--- config.mk ---
export PLATFORM = sky130hd
export DESIGN_NAME = collatz_chain_length_max_core
export DESIGN_NICKNAME = d
export VERILOG_FILES = /design/src/hdl/ccl_pkg.sv /design/src/hdl/ccl_ctrl.sv /design/src/hdl/ccl_datapath.sv /design/src/hdl/collatz_chain_length_max_core.sv
export SDC_FILE = /design/constraint.sdc
export NUM_CORES = 1
export LEC_CHECK = 0
export BUFFER_PORTS_ARGS = -buffer_cell sky130_fd_sc_hd__buf_2
export CORE_ASPECT_RATIO = 1.4
export CORE_MARGIN = 2
export CORE_UTILIZATION = 50
export DETAILED_ROUTE_END_ITERATION = 8
export PLACE_DENSITY = 0.7
export SYNTH_ARGS = -nofsm -noshare
export SYNTH_HDL_FRONTEND = slang
export SYNTH_SLANG_ARGS = --single-unit
export TNS_END_PERCENT = 100
--- constraint.sdc ---
create_clock -name clk -period 6.6 [get_ports clk]
set_clock_uncertainty 0.15 [all_clocks]
set_input_delay 0 -clock clk [delete_from_list [all_inputs] [get_ports clk]]
set_output_delay 0 -clock clk [all_outputs]
set_load 0.05 [all_outputs]
--- src/hdl/ccl_pkg.sv ---
// shared types and constants for the collatz chain length block
// no dependencies; used by the controller, the datapath and the top level
`timescale 1ns / 1ps
`default_nettype none

package ccl_pkg;

    localparam int VALUE_WIDTH_DEF = 32;
    localparam int COUNT_WIDTH_DEF = 16;

    localparam logic [15:0] STEP_LIMIT_RESET   = 16'd1000;
    localparam logic [31:0] RECORD_START_RESET = 32'd1;
    localparam logic [15:0] RECORD_LEN_RESET   = 16'd0;

    typedef enum logic [1:0] {
        STATUS_OK       = 2'd0,
        STATUS_ZERO     = 2'd1,
        STATUS_OVERFLOW = 2'd2,
        STATUS_LIMIT    = 2'd3
    } status_t;

    // controller to datapath
    typedef struct packed {
        logic load;
        logic step;
        logic finish;
    } ccl_cmd_t;

    // datapath to controller
    typedef struct packed {
        logic done;
        logic out_free;
    } ccl_stat_t;

endpackage

`default_nettype wire

--- src/hdl/ccl_ctrl.sv ---
// sequencer for the collatz chain length block: load, iterate, finish
// depends on ccl_pkg for the command and status structs
`timescale 1ns / 1ps
`default_nettype none

module ccl_ctrl
(
    input  wire logic              clk,
    input  wire logic              rst_n,
    input  wire logic              in_valid,
    output logic                   in_stall,
    input  wire ccl_pkg::ccl_stat_t stat,
    output ccl_pkg::ccl_cmd_t      cmd
);
    import ccl_pkg::*;

    typedef enum logic {
        IDLE,
        RUN
    } state_t;

    state_t state_reg;
    state_t state_next;

    always_comb
    begin
        state_next = state_reg;
        cmd        = '0;
        unique case (state_reg)
            IDLE:
            begin
                if (in_valid)
                begin
                    cmd.load   = 1'b1;
                    state_next = RUN;
                end
            end
            RUN:
            begin
                if (!stat.done)
                begin
                    cmd.step = 1'b1;
                end
                else if (stat.out_free)
                begin
                    // finish once the output slot is free; until then hold here with the chain frozen
                    cmd.finish = 1'b1;
                    state_next = IDLE;
                end
            end
            default:
            begin
                state_next = IDLE;
            end
        endcase
    end

    assign in_stall = (state_reg != IDLE);

    always_ff @(posedge clk or negedge rst_n)
    begin
        if (!rst_n)
        begin
            state_reg <= IDLE;
        end
        else
        begin
            state_reg <= state_next;
        end
    end

endmodule

`default_nettype wire

--- src/hdl/ccl_datapath.sv ---
// datapath: collatz step unit, step counter, record registers and output stage
// depends on ccl_pkg for status codes, reset constants and the control structs
`timescale 1ns / 1ps
`default_nettype none

module ccl_datapath
#(
    parameter int VALUE_WIDTH = ccl_pkg::VALUE_WIDTH_DEF,
    parameter int COUNT_WIDTH = ccl_pkg::COUNT_WIDTH_DEF
)
(
    input  wire logic              clk,
    input  wire logic              rst_n,
    input  wire logic              cfg_write,
    input  wire logic [15:0]       step_limit,
    input  wire logic [31:0]       start_value,
    input  wire logic              restart,
    input  wire ccl_pkg::ccl_cmd_t cmd,
    output ccl_pkg::ccl_stat_t     stat,
    input  wire logic              out_stall,
    output logic                   out_valid,
    output logic [15:0]            chain_length,
    output logic [31:0]            best_start,
    output logic [15:0]            best_length,
    output logic [1:0]             status
);
    import ccl_pkg::*;

    localparam logic [VALUE_WIDTH-1:0] VALUE_MAX = '1;
    // largest value whose 3n+1 still fits
    localparam logic [VALUE_WIDTH-1:0] OVF_LIMIT = VALUE_WIDTH'((VALUE_MAX - 1'b1) / 3);
    localparam logic [COUNT_WIDTH-1:0] COUNT_MAX = '1;
    localparam logic [VALUE_WIDTH-1:0] TARGET    = VALUE_WIDTH'(4);

    logic [15:0]            step_limit_reg;
    logic [VALUE_WIDTH-1:0] value_reg, value_next;
    logic [COUNT_WIDTH-1:0] steps_reg, steps_next;
    logic [COUNT_WIDTH-1:0] limit_reg, limit_next;
    logic [31:0]            start_reg, start_next;
    logic [31:0]            record_start_reg, record_start_next;
    logic [15:0]            record_length_reg, record_length_next;
    logic                   out_valid_reg, out_valid_next;
    logic [15:0]            chain_length_reg;
    logic [31:0]            best_start_reg;
    logic [15:0]            best_length_reg;
    status_t                status_reg;

    logic                   done;
    status_t                term_status;
    logic [VALUE_WIDTH-1:0] value_stepped;
    logic [VALUE_WIDTH-1:0] start_cut;
    logic                   record_take;

    // termination check, in the priority order of the chain rules
    always_comb
    begin
        done        = 1'b1;
        term_status = STATUS_OK;
        if (value_reg == '0)
        begin
            term_status = STATUS_ZERO;
        end
        else if (value_reg == TARGET)
        begin
            term_status = STATUS_OK;
        end
        else if (steps_reg >= limit_reg)
        begin
            term_status = STATUS_LIMIT;
        end
        else if (value_reg[0] && (value_reg > OVF_LIMIT))
        begin
            term_status = STATUS_OVERFLOW;
        end
        else
        begin
            done = 1'b0;
        end
    end

    // 3n+1 as 2n+n+1, or a halving
    assign value_stepped = value_reg[0]
        ? ({value_reg[VALUE_WIDTH-2:0], 1'b0} + value_reg + VALUE_WIDTH'(1))
        : (value_reg >> 1);

    assign start_cut   = VALUE_WIDTH'(start_value);
    assign record_take = (term_status == STATUS_OK) && (32'(steps_reg) > 32'(record_length_reg));

    always_comb
    begin
        value_next         = value_reg;
        steps_next         = steps_reg;
        limit_next         = limit_reg;
        start_next         = start_reg;
        record_start_next  = record_start_reg;
        record_length_next = record_length_reg;
        if (cmd.load)
        begin
            value_next = start_cut;
            start_next = 32'(start_cut);
            steps_next = '0;
            limit_next = (32'(step_limit_reg) > 32'(COUNT_MAX))
                       ? COUNT_MAX : COUNT_WIDTH'(step_limit_reg);
            if (restart)
            begin
                record_start_next  = RECORD_START_RESET;
                record_length_next = RECORD_LEN_RESET;
            end
        end
        else if (cmd.step)
        begin
            value_next = value_stepped;
            steps_next = steps_reg + COUNT_WIDTH'(1);
        end
        else if (cmd.finish && record_take)
        begin
            record_start_next  = start_reg;
            record_length_next = 16'(steps_reg);
        end
    end

    assign out_valid_next = cmd.finish | (out_valid_reg & out_stall);

    always_ff @(posedge clk or negedge rst_n)
    begin
        if (!rst_n)
        begin
            step_limit_reg    <= STEP_LIMIT_RESET;
            record_start_reg  <= RECORD_START_RESET;
            record_length_reg <= RECORD_LEN_RESET;
            out_valid_reg     <= 1'b0;
        end
        else
        begin
            if (cfg_write)
            begin
                step_limit_reg <= step_limit;
            end
            record_start_reg  <= record_start_next;
            record_length_reg <= record_length_next;
            out_valid_reg     <= out_valid_next;
        end
    end

    always_ff @(posedge clk)
    begin
        value_reg <= value_next;
        steps_reg <= steps_next;
        limit_reg <= limit_next;
        start_reg <= start_next;
        if (cmd.finish)
        begin
            chain_length_reg <= 16'(steps_reg);
            best_start_reg   <= record_start_next;
            best_length_reg  <= record_length_next;
            status_reg       <= term_status;
        end
    end

    assign stat.done     = done;
    assign stat.out_free = ~out_valid_reg | ~out_stall;

    assign out_valid    = out_valid_reg;
    assign chain_length = chain_length_reg;
    assign best_start   = best_start_reg;
    assign best_length  = best_length_reg;
    assign status       = status_reg;

endmodule

`default_nettype wire

--- src/hdl/collatz_chain_length_max_core.sv ---
// an accepted item is loaded, takes one collatz step per cycle until a stop rule ends the chain,
// then is finished into the output register; no new item is taken before that finish, but
// the output register lets the next item start while a result waits
// reset: asynchronous active low; step_limit returns to 1000, record to start 1, length 0
// top level of the collatz chain length block; depends on ccl_pkg, ccl_ctrl, ccl_datapath
`timescale 1ns / 1ps
`default_nettype none

module collatz_chain_length_max_core
#(
    parameter int VALUE_WIDTH = ccl_pkg::VALUE_WIDTH_DEF,
    parameter int COUNT_WIDTH = ccl_pkg::COUNT_WIDTH_DEF
)
(
    input  wire logic        clk,
    input  wire logic        rst_n,
    input  wire logic        cfg_valid,
    output logic             cfg_ready,
    input  wire logic [15:0] step_limit,
    input  wire logic        in_valid,
    output logic             in_stall,
    input  wire logic [31:0] start_value,
    input  wire logic        restart,
    output logic             out_valid,
    input  wire logic        out_stall,
    output logic [15:0]      chain_length,
    output logic [31:0]      best_start,
    output logic [15:0]      best_length,
    output logic [1:0]       status
);
    import ccl_pkg::*;

    ccl_cmd_t  cmd;
    ccl_stat_t stat;

    assign cfg_ready = 1'b1;

    ccl_ctrl u_ctrl
    (
        .clk      (clk),
        .rst_n    (rst_n),
        .in_valid (in_valid),
        .in_stall (in_stall),
        .stat     (stat),
        .cmd      (cmd)
    );

    ccl_datapath
    #(
        .VALUE_WIDTH (VALUE_WIDTH),
        .COUNT_WIDTH (COUNT_WIDTH)
    )
    u_datapath
    (
        .clk          (clk),
        .rst_n        (rst_n),
        .cfg_write    (cfg_valid & cfg_ready),
        .step_limit   (step_limit),
        .start_value  (start_value),
        .restart      (restart),
        .cmd          (cmd),
        .stat         (stat),
        .out_stall    (out_stall),
        .out_valid    (out_valid),
        .chain_length (chain_length),
        .best_start   (best_start),
        .best_length  (best_length),
        .status       (status)
    );

    // an accepted item closes the input side in the next cycle
    assert property (@(posedge clk) disable iff (!rst_n)
        (in_valid && !in_stall) |=> in_stall)
        else $error("input accepted while a chain is running");

    // a new result only appears when the sequencer has just gone idle
    assert property (@(posedge clk) disable iff (!rst_n)
        $rose(out_valid) |-> !in_stall)
        else $error("result appeared while the controller is busy");

    // a zero start never takes a step
    assert property (@(posedge clk) disable iff (!rst_n)
        (out_valid && (status == STATUS_ZERO)) |-> (chain_length == 16'd0))
        else $error("zero start reported nonzero chain length");

    // commands are mutually exclusive
    assert property (@(posedge clk) disable iff (!rst_n)
        $onehot0({cmd.load, cmd.step, cmd.finish}))
        else $error("overlapping datapath commands");

endmodule

`default_nettype wire

==> flow_summary_export.csv, run 1 <==
group,metric,value,unit
cells_and_area,fill_cells,1913,
drt,vias_per_cell,5.332,
synthesis,synthesis.nets,1174,
synthesis,postSynthAreaPerCell,11.37,µm²
synthesis,ys_seq_area_frac,0.5474,
die,core,23040,µm²
cells_and_area,drive_gt1_frac,0.1548,
power_and_ir_drop,intPower,3.815,mW
worst_setup_path,crit_arrival,4.58,ns
worst_setup_path,critPathKind,"flip-flop to flip-flop",
timing,tns,0,ns
synthesis,ys_top_cells_by_area,"edfxtp_1 38%, dfrtp_1 13%, ha_1 10%",
cells_and_area,nets,1363,
synthesis,ys_ff_latch,228,
hold_path,hp-class,"input pin to asynchronous set/reset pin",
timing,setup_viol_count_final,0,
synthesis,synth_warnings,0,
die,dieArea,24510,µm²
timing,drv_slew,0,
die,die_h,184.4,µm
global_route,grt_max_degree,67,
worst_setup_path,cp_common_cell,"buf_4",
clocking,ctsResizeCount,0,
global_route,grt_pass1_wl,41590,µm
clocking,cts_made_buffers,21,
worst_setup_path,crit_chain,"buf_4 -> clkinv_1 -> ha_1 -> nand3_1 -> nor4_1 -> o21ai_1 -> a211oi_1 -> and4_2 -> buf_4 -> mux2_1",
clocking,cts-root-buf,"clkbuf_16",
synthesis,netlist_area,11630,µm²
worst_setup_path,crit_fanout,37,
worst_setup_path,start_kind,"flip-flop",
placement,place_congestion,0.9593,
synthesis,synth.largest_area_cell,"edfxtp_1",
clocking,cts_num_sinks,228,
synthesis,synth_top_area_frac,0.3771,
timing,worstMarginPinSlew,1.257,ns
synthesis,syn_inst,1023,
cells_and_area,fin_util,0.6036,
drt,antenna_left,0,
power_and_ir_drop,p_sw_frac,0.4196,
clocking,clockBufferDepth,3,
power_and_ir_drop,seqPwrFrac,0.334,
placement,place_hpwl,18010,µm
timing,fmax,223.0,MHz
worst_setup_path,rr_worst_depth,10,
drt,first_iter_violations,484,
synthesis,yosysMostFrequentCell,"edfxtp_1",
clocking,cts_setup_buffers,0,
worst_setup_path,cpLargestDelayFamily,"simple AND/OR/NAND/NOR gates",
worst_setup_path,slowest_stage,"and4_2",
clocking,cts_tree,"built",
worst_setup_path,crit_buf_inv,3,
global_route,antenna_found_initial,0,
die,initial_core_util,0.5047,
worst_setup_path,max_stage_delay,0.79,ns
status,status,"completed",
timing,finalHoldViolations,0,
drt,avgRoutedWirePerCell,17.01,µm
timing,timing.final.crit_share,0.6794,
worst_setup_path,worst_ep_required_time,6.69,ns
global_route,grt_usage,0.2117,
timing,relSlewSlack,0.1610,
clocking,htreeDepth,1,
synthesis,synth-edff-count,146,
placement,numPortBuffers,121,
synthesis,synth_top_flop_cell,"edfxtp_1",
synthesis,yosys.cell_types.count,62,
global_route,gr-total-overflow,0,
timing,rsz0062_at_grt,"no",
cells_and_area,diodes,0,
drt,routed_wl,26070,µm
die,rows,66,
die,ioPinCount,123,
synthesis,synth.cells.most_frequent,"146 x edfxtp_1, 116 x nand2_1, 113 x inv_1",
job,drv_cap,0,
worst_setup_path,r2r_slack,2.12,ns
power_and_ir_drop,switching_power,2.758,mW
cells_and_area,area_delta_synth_final,19.61,%
timing,fin_crit,4.484,ns
power_and_ir_drop,pwr-share-clk,0.184,
clocking,clk_latency,0.51,ns
cells_and_area,multi_input_area,4702,µm²
die,dieWidth,132.9,µm
cells_and_area,seq_area,6365,µm²
power_and_ir_drop,peakVddDrop,0.0002510,V
worst_setup_path,regToRegEndpoint,"u_datapath.best_start[0]",
global_route,grt_pass1_vias,8176,
drt,num_vias,8174,
drt,dr.pass1.iters,4,
drt,drc_errors,0,
clocking,cts.clk_slew.worst_paths,0.07,ns
worst_setup_path,r2r-start,"u_datapath.value_reg[0]",
power_and_ir_drop,combPwrFrac,0.483,
power_and_ir_drop,pwr_density_cell,472.6,nW/µm²
synthesis,async_flop_share,0.2895,
worst_setup_path,critPathCaptureType,"flip-flop",
power_and_ir_drop,total_leakage_power,5.991,nW
-- metrics by stage --
step                total power [mW]  hold slack [ns]  area (µm²)  cells  setup WS [ns]
finish                         6.573          0.07087       13910   1533          2.116
global route                   7.031          0.06812       13910   1533          1.931
CTS                            6.603          0.05975       13910   1533          2.176
detailed placement             5.338          0.04616       12550   1427          2.224
global placement               5.295          0.04312       12550   1427          2.317
floorplan                      4.599          -0.4456       11630   1023         0.8427
-- area by class of cell --
| cell class | count | share of cell area |
|---|---|---|
| Clock buffer | 29 | 0.04139 |
| Timing Repair Buffer | 198 | 0.09735 |
| Tap cell | 306 | 0.02753 |
| Inverter | 114 | 0.03086 |
| Multi-Input combinational cell | 649 | 0.3381 |
| Clock inverter | 9 | 0.007108 |
| Sequential cell | 228 | 0.4577 |
-- kinds of logic (layout without fill, tap and decap cells) --
group           count (synthesis)  count (layout)  synth area share
compound gates                184             184            0.1012
xor+xnor                       26              26           0.01958
fa+ha+maj                      97              97            0.1050
buf+inv                       146             350           0.04928
flops                         228             228            0.5474
mux                            88              88           0.07801
other cells                     1               1         0.0003225
simple gates                  253             253           0.09922
-- repair_timing --
| action | in CTS | in global routing |
|---|---|---|
| hold endpoints to repair | 149 | 0 |
| endpoints found under the setup margin | 0 | 0 |
| hold buffers | 68 | 0 |
-- worst reg2reg max path, delay by kind of cell, from the launching register on --
| family | cells | cell delay (ns) |
|---|---|---|
| simple gates | 3 | 1.45 |
| fa+ha+maj | 1 | 0.20 |
| mux | 1 | 0.41 |
| buf+inv | 3 | 1.00 |
| compound gates | 2 | 0.66 |
| flops | 1 | 0.36 |
-- cell usage in the layout (no fill, tap or decap), types with 6 or more instances in the layout --
master,count
nand4_1,18
buf_2,121
dfxtp_1,16
edfxtp_1,146
nor2b_1,8
ha_1,96
a21o_1,15
clkbuf_16,21
mux2i_1,67
o21a_1,8
o21bai_1,6
nor4_1,6
dlygate4sd3_1,68
o21ai_0,35
nand3_1,22
o211ai_1,6
mux2_2,16
xnor2_1,15
nand2_1,116
nor3_1,13
buf_4,9
clkbuf_1,6
a21oi_1,56
inv_1,112
dfstp_2,7
nor2_1,47
xor2_1,11
o21ai_1,17
dfrtp_1,59
-- layer usage --
metal	part of all wire	wire, µm	up-vias	global-route usage
met2	0.48	12480	196	0.3581
met1	0.45	11780	3917	0.2857
met3	0.043	1128	46	0.02173
met5	0	0	-	0
met4	0.026	678	0	0.07355
li1	-	-	4015	-
-- power groups by stage --
stage	registers, mW	logic (mW)	clock network, mW
floorplan	2.53	2.07	0
global placement	2.21	3.09	0
detailed placement	2.22	3.12	0
CTS	2.19	3.18	1.23
global route	2.23	3.51	1.29
finish	2.19	3.17	1.21
-- worst max path at each step --
| stage | endpoint | depth (start not counted) | start |
|---|---|---|---|
| after floorplan | u_datapath.best_length[0] | 8 | u_datapath.value_reg[0] |
| after global placement | u_datapath.best_start[0] | 10 | u_datapath.value_reg[0] |
| after detailed placement | u_datapath.best_start[0] | 10 | u_datapath.value_reg[0] |
| after CTS | u_datapath.best_length[1] | 10 | u_datapath.value_reg[0] |
| after global routing | u_datapath.best_length[1] | 10 | u_datapath.value_reg[0] |
| final | u_datapath.best_start[0] | 10 | u_datapath.value_reg[0] |
(Power assumes the default switching activity.)
==> run 2, diff against run 1 <==
==> constraint.sdc (replaced) <==
create_clock -name clk -period 4.5 [get_ports clk]
set_clock_uncertainty 0.15 [all_clocks]
set_input_delay 0 -clock clk [delete_from_list [all_inputs] [get_ports clk]]
set_output_delay 0 -clock clk [all_outputs]
set_load 0.05 [all_outputs]
==> run 2 against run 1 <==
Effect of this change:
- clock power up 55%
- critical endpoint is now u_datapath.value_reg[30]
- power up 49%
- largest power group unchanged
- cell count up 0.78%
- non-clock buffer count up 8
- highest routed layer unchanged
- routed wire length up 0.31%
- largest cell class unchanged
==> flow_summary_export.csv, run 2 (synthesis results as in run 1) <==
group,metric,value,unit
cells_and_area,finish.instance_area,14040,µm²
drt,vias_per_cell,5.311,
global_route,antenna_found_initial,0,
placement,place_congestion,0.8930,
cells_and_area,final_cell_mix,"146 x edfxtp_1, 121 x buf_2, 116 x nand2_1",
drt,first_iter_violations,543,
timing,fin_crit,3.796,ns
drt,num_vias,8206,
worst_setup_path,critPathKind,"flip-flop to flip-flop",
clocking,ctsResizeCount,0,
job,drv_cap,0,
timing,timing.hold.ws,0.04907,ns
worst_setup_path,rr_worst_depth,11,
die,initial_core_util,0.5047,
clocking,postCtsHoldBufs,68,
clocking,cts_num_sinks,228,
cells_and_area,area_delta_synth_final,20.76,%
die,core,23040,µm²
timing,worst_slack,0.7038,ns
die,die_h,184.4,µm
clocking,cts.clk_slew.worst_paths,0.07,ns
timing,relSlewSlack,0.2369,
worst_setup_path,cp_common_cell,"a311oi_4",
die,dieArea,24510,µm²
global_route,grt_pass1_wl,41800,µm
clocking,cts_setup_buffers,0,
clocking,htreeDepth,1,
placement,place_ws,0.6787,ns
die,ioPinCount,123,
drt,antenna_left,0,
drt,drc_errors,0,
clocking,clockBufferDepth,3,
global_route,gr-total-overflow,0,
placement,numPortBuffers,121,
placement,place_hpwl,18140,µm
timing,tns,0,ns
cells_and_area,drive_gt1_frac,0.1638,
clocking,cts_tree,"built",
cells_and_area,nets,1373,
status,status,"completed",
timing,drv_slew,0,
worst_setup_path,critPathCaptureType,"flip-flop",
global_route,grt_max_degree,67,
drt,avgRoutedWirePerCell,16.93,µm
worst_setup_path,worst_ep_required_time,4.63,ns
timing,finalHoldViolations,0,
cells_and_area,final_common_cell,"edfxtp_1",
worst_setup_path,crit_buf_inv,1,
power_and_ir_drop,peakVddDrop,0.0003010,V
timing,fmax,263.4,MHz
worst_setup_path,cpLargestDelayFamily,"compound AO/OA/AOI/OAI gates",
clocking,clk_latency,0.52,ns
placement,dp_cells,1435,
timing,setup_viol_count_final,0,
hold_path,hp-class,"input pin to flip-flop",
timing,timing.final.crit_share,0.8436,
worst_setup_path,crit_fanout,36,
worst_setup_path,max_stage_delay,0.52,ns
timing,worstMarginPinSlew,1.142,ns
die,rows,66,
global_route,grt_usage,0.2142,
drt,dr.pass1.iters,5,
worst_setup_path,slowest_stage,"a31oi_1",
power_and_ir_drop,pwr_density_cell,695.7,nW/µm²
worst_setup_path,start_kind,"flip-flop",
die,dieWidth,132.9,µm
hold_path,holdPathStages,2,
cells_and_area,fin_cells,1545,
cells_and_area,diodes,0,
worst_setup_path,path_depth,11,
clocking,cts-root-buf,"clkbuf_16",
clocking,cts_made_buffers,23,
power_and_ir_drop,total_leakage_power,6.061,nW
timing,rsz0062_at_grt,"no",
placement,place_area,12620,µm²
global_route,grt_pass1_vias,8160,
worst_setup_path,crit_arrival,3.93,ns
drt,routed_wl,26150,µm
worst_setup_path,crit_chain,"buf_4 -> ha_1 -> o211ai_1 -> nand2_1 -> a41o_1 -> a31oi_1 -> a311oi_4 -> a311oi_4 -> o21ai_1 -> mux2i_1 -> a211o_1",
-- run 2: final timing paths --
path,start,to,slack (ns)
max in group asynchronous,rst_n,u_datapath.record_start_reg[30],3.50
min in group asynchronous,rst_n,u_datapath.step_limit_reg[11],0.10
min reg2reg,u_datapath.step_limit_reg[12],u_datapath.limit_reg[12],0.29
max reg2reg,u_datapath.value_reg[0],u_datapath.value_reg[30],0.70
max,u_datapath.value_reg[0],u_datapath.value_reg[30],0.70
min,start_value[19],u_datapath.start_reg[19],0.05
-- run 2: metal layers --
| layer | vias to the layer above | wire (µm) | track usage | share of wire |
|---|---|---|---|---|
| li1 | 4028 | - | - | - |
| met1 | 3902 | 11500 | 0.2863 | 0.44 |
| met3 | 59 | 1288 | 0.02833 | 0.049 |
| met2 | 217 | 12540 | 0.3606 | 0.48 |
| met4 | 0 | 815 | 0.07441 | 0.031 |
| met5 | - | 0 | 0 | 0 |
-- run 2: where the power goes --
part | switching, mW | leakage, nW | internal (mW)
sequential | 0.313 | 2.38 | 2.89
clock | 0.796 | 0.353 | 1.08
combinational | 2.99 | 3.33 | 1.71
-- run 2: layout make-up --
| type | count | area [µm²] |
|---|---|---|
| Clock buffer | 29 | 608.1 |
| Clock inverter | 13 | 127.6 |
| Fill cell | 1850 | 8999 |
| Inverter | 114 | 429.2 |
| Multi-Input combinational cell | 649 | 4702 |
| Sequential cell | 228 | 6365 |
| Tap cell | 306 | 382.9 |
| Timing Repair Buffer | 206 | 1426 |
-- run 2: per-stage QoR --
stage / power [mW] / util
after detailed placement: 7.845 / 0.5480
after floorplan: 6.735 / -
final: 9.768 / 0.6094
after global placement: 7.819 / 0.5480
after global routing: 10.43 / 0.6094
after CTS: 9.804 / 0.6094
==> run 3, diff against run 2 <==
--- a/config.mk
+++ b/config.mk
@@ -10,7 +10,7 @@
 export CORE_MARGIN = 2
 export CORE_UTILIZATION = 50
 export DETAILED_ROUTE_END_ITERATION = 8
-export PLACE_DENSITY = 0.7
+export PLACE_DENSITY = 0.72
 export SYNTH_ARGS = -nofsm -noshare
 export SYNTH_HDL_FRONTEND = slang
 export SYNTH_SLANG_ARGS = --single-unit
==> constraint.sdc (replaced) <==
create_clock -name clk -period 3.3 [get_ports clk]
set_clock_uncertainty 0.15 [all_clocks]
set_input_delay 0 -clock clk [delete_from_list [all_inputs] [get_ports clk]]
set_output_delay 0 -clock clk [all_outputs]
set_load 0.05 [all_outputs]
==> run 3 against run 2 <==
Effect of this change:
- core utilization grew 1.5 points
- routed wire length grew 2.5%
- cell count grew 1.7%
- global-route usage grew 0.45 points
- design area grew 2.5%
- clock power grew 34%
- clock-buffer cell count grew 2
- fmax grew 19%
- non-clock buffer count grew 29
- sequential power grew 35%
- power grew 40%
- worst setup slack lost 0.60 ns
- critical path type unchanged
- highest routed layer unchanged
==> flow_summary_export.csv, run 3 (synthesis results as in run 1) <==
group,metric,value,unit
placement,place_hpwl,18500,µm
global_route,grt_usage,0.2187,
drt,drc_errors,0,
placement,place_ws,-0.04777,ns
hold_path,hp-class,"input pin to asynchronous set/reset pin",
cells_and_area,drive_gt1_frac,0.1967,
timing,worst_slack,0.1077,ns
drt,vias_per_cell,5.314,
die,rows,66,
cells_and_area,finish.instance_area,14390,µm²
die,die_h,184.4,µm
cells_and_area,fin_cells,1572,
timing,fin_crit,3.192,ns
die,dieArea,24510,µm²
timing,drv_slew,0,
drt,first_iter_violations,532,
clocking,htreeDepth,1,
placement,place_congestion,0.8901,
cells_and_area,nets,1401,
die,dieWidth,132.9,µm
worst_setup_path,worst_ep_required_time,3.42,ns
global_route,grt_pass1_wl,42730,µm
die,core,23040,µm²
placement,dp_cells,1454,
worst_setup_path,critPathCaptureType,"flip-flop",
global_route,antenna_found_initial,0,
timing,fmax,313.3,MHz
power_and_ir_drop,peakVddDrop,0.0004345,V
drt,avgRoutedWirePerCell,17.05,µm
die,initial_core_util,0.5047,
clocking,cts_tree,"built",
placement,place_area,12830,µm²
clocking,cts_made_buffers,22,
drt,antenna_left,0,
worst_setup_path,crit_fanout,6,
global_route,grt_pass1_vias,8282,
die,ioPinCount,123,
status,status,"completed",
timing,setup_viol_count_final,0,
timing,timing.final.crit_share,0.9674,
worst_setup_path,start_kind,"flip-flop",
cells_and_area,final_cell_mix,"146 x edfxtp_1, 121 x buf_2, 115 x nand2_1",
clocking,clk_latency,0.52,ns
worst_setup_path,critPathKind,"flip-flop to flip-flop",
clocking,cts.clk_slew.worst_paths,0.07,ns
clocking,cts-root-buf,"clkbuf_16",
cells_and_area,fill_cells,1837,
cells_and_area,final_common_cell,"edfxtp_1",
drt,routed_wl,26800,µm
global_route,grt_max_degree,90,
drt,num_vias,8354,
clocking,cts_num_sinks,228,
timing,finalHoldViolations,0,
cells_and_area,area_delta_synth_final,23.79,%
worst_setup_path,crit_arrival,3.32,ns
placement,numPortBuffers,121,
power_and_ir_drop,total_leakage_power,6.231,nW
job,drv_cap,0,
drt,dr.pass1.iters,5,
power_and_ir_drop,pwr_density_cell,950.6,nW/µm²
timing,timing.hold.ws,0.02377,ns
cells_and_area,diodes,0,
cells_and_area,fin_util,0.6247,
global_route,gr-total-overflow,0,
clocking,clockBufferDepth,3,
==> run 3: cell types whose count changed in the layout (fill, tap and decap cells not counted), moves of 2 or more <==
| cell | previous run | this run |
|---|---|---|
| o21ai_2 | 0 | 3 |
| buf_12 | 1 | 6 |
| nor4_2 | 0 | 2 |
| clkbuf_8 | 1 | 4 |
| ha_1 | 96 | 92 |
| o21ai_1 | 17 | 15 |
| ha_2 | 0 | 3 |
| nor4_1 | 6 | 4 |
| clkinvlp_4 | 3 | 1 |
| buf_4 | 16 | 40 |
| clkinv_1 | 3 | 1 |
==> run 3: final timing paths <==
| path | startpoint | to | slack, ns | depth (start not counted) |
|---|---|---|---|---|
| worst max-delay path | u_datapath.value_reg[17] | u_datapath.value_reg[30] | 0.11 | 11 |
| worst min-delay path | rst_n | u_datapath.record_start_reg[0] | 0.02 | 2 |
| worst max register to register | u_datapath.value_reg[17] | u_datapath.value_reg[30] | 0.11 | 11 |
| worst min register to register | u_datapath.step_limit_reg[15] | u_datapath.limit_reg[15] | 0.30 | 0 |
| max in group asynchronous | rst_n | u_datapath.step_limit_reg[3] | 2.54 | 3 |
| min in group clk | start_value[15] | u_datapath.start_reg[15] | 0.06 | 2 |
==> run 3: area by class of cell <==
cell class / count / area [µm²] / share of cell area
sequential: 228 / 6365 / 0.4422
multi-input combinational: 649 / 4785 / 0.3324
timing repair buffer: 235 / 1707 / 0.1186
clock buffer: 31 / 645.6 / 0.04485
inverter: 114 / 430.4 / 0.02990
tap: 306 / 382.9 / 0.02660
clock inverter: 9 / 78.83 / 0.005476
==> run 3: where the power goes <==
| group | leakage, nW | internal (mW) | switching [mW] | total (mW) |
|---|---|---|---|---|
| clock | 0.357 | 1.45 | 1.07 | 2.51 |
| combinational | 3.49 | 2.59 | 4.25 | 6.84 |
| sequential | 2.38 | 3.93 | 0.398 | 4.33 |
==> run 3: critical path, stage by stage (launching register included) <==
cell and delay (ns):
edfxtp_1 0.43, inv_1 0.09, ha_2 0.39, nand4_1 0.21
nor3_2 0.33, and4_1 0.28, a31oi_4 0.06, a311oi_4 0.29
a311oi_4 0.17, o21ai_1 0.19, mux2i_1 0.09, a211o_1 0.26
==> run 3: routing by layer <==
layer  share of wire  routed length [µm]  vias up  track usage
li1                -                   -     4082            -
met1            0.44               11920     4050       0.2936
met2            0.49               13240      181       0.3797
met3           0.039                1053       41      0.02063
met4           0.022                 586        0      0.06237
met5               0                   0        -            0
==> run 3: metrics by stage <==
| stage | total power, mW | setup TNS [ns] |
|---|---|---|
| 2_1_floorplan | 9.192 | 0 |
| 3_3_place_gp | 10.79 | 0 |
| 3_5_place_dp | 10.87 | -0.06977 |
| 4_1_cts | 13.53 | 0 |
| 5_1_grt | 14.58 | -0.03726 |
| 6_report | 13.68 | 0 |
==> run 3: repair_timing <==
action	CTS	global route
hold buffers	69	0
setup buffers	0	10
pin swaps	0	8
endpoints found under the setup margin	6	64
hold endpoints to repair	141	0
gates resized for setup	3	13
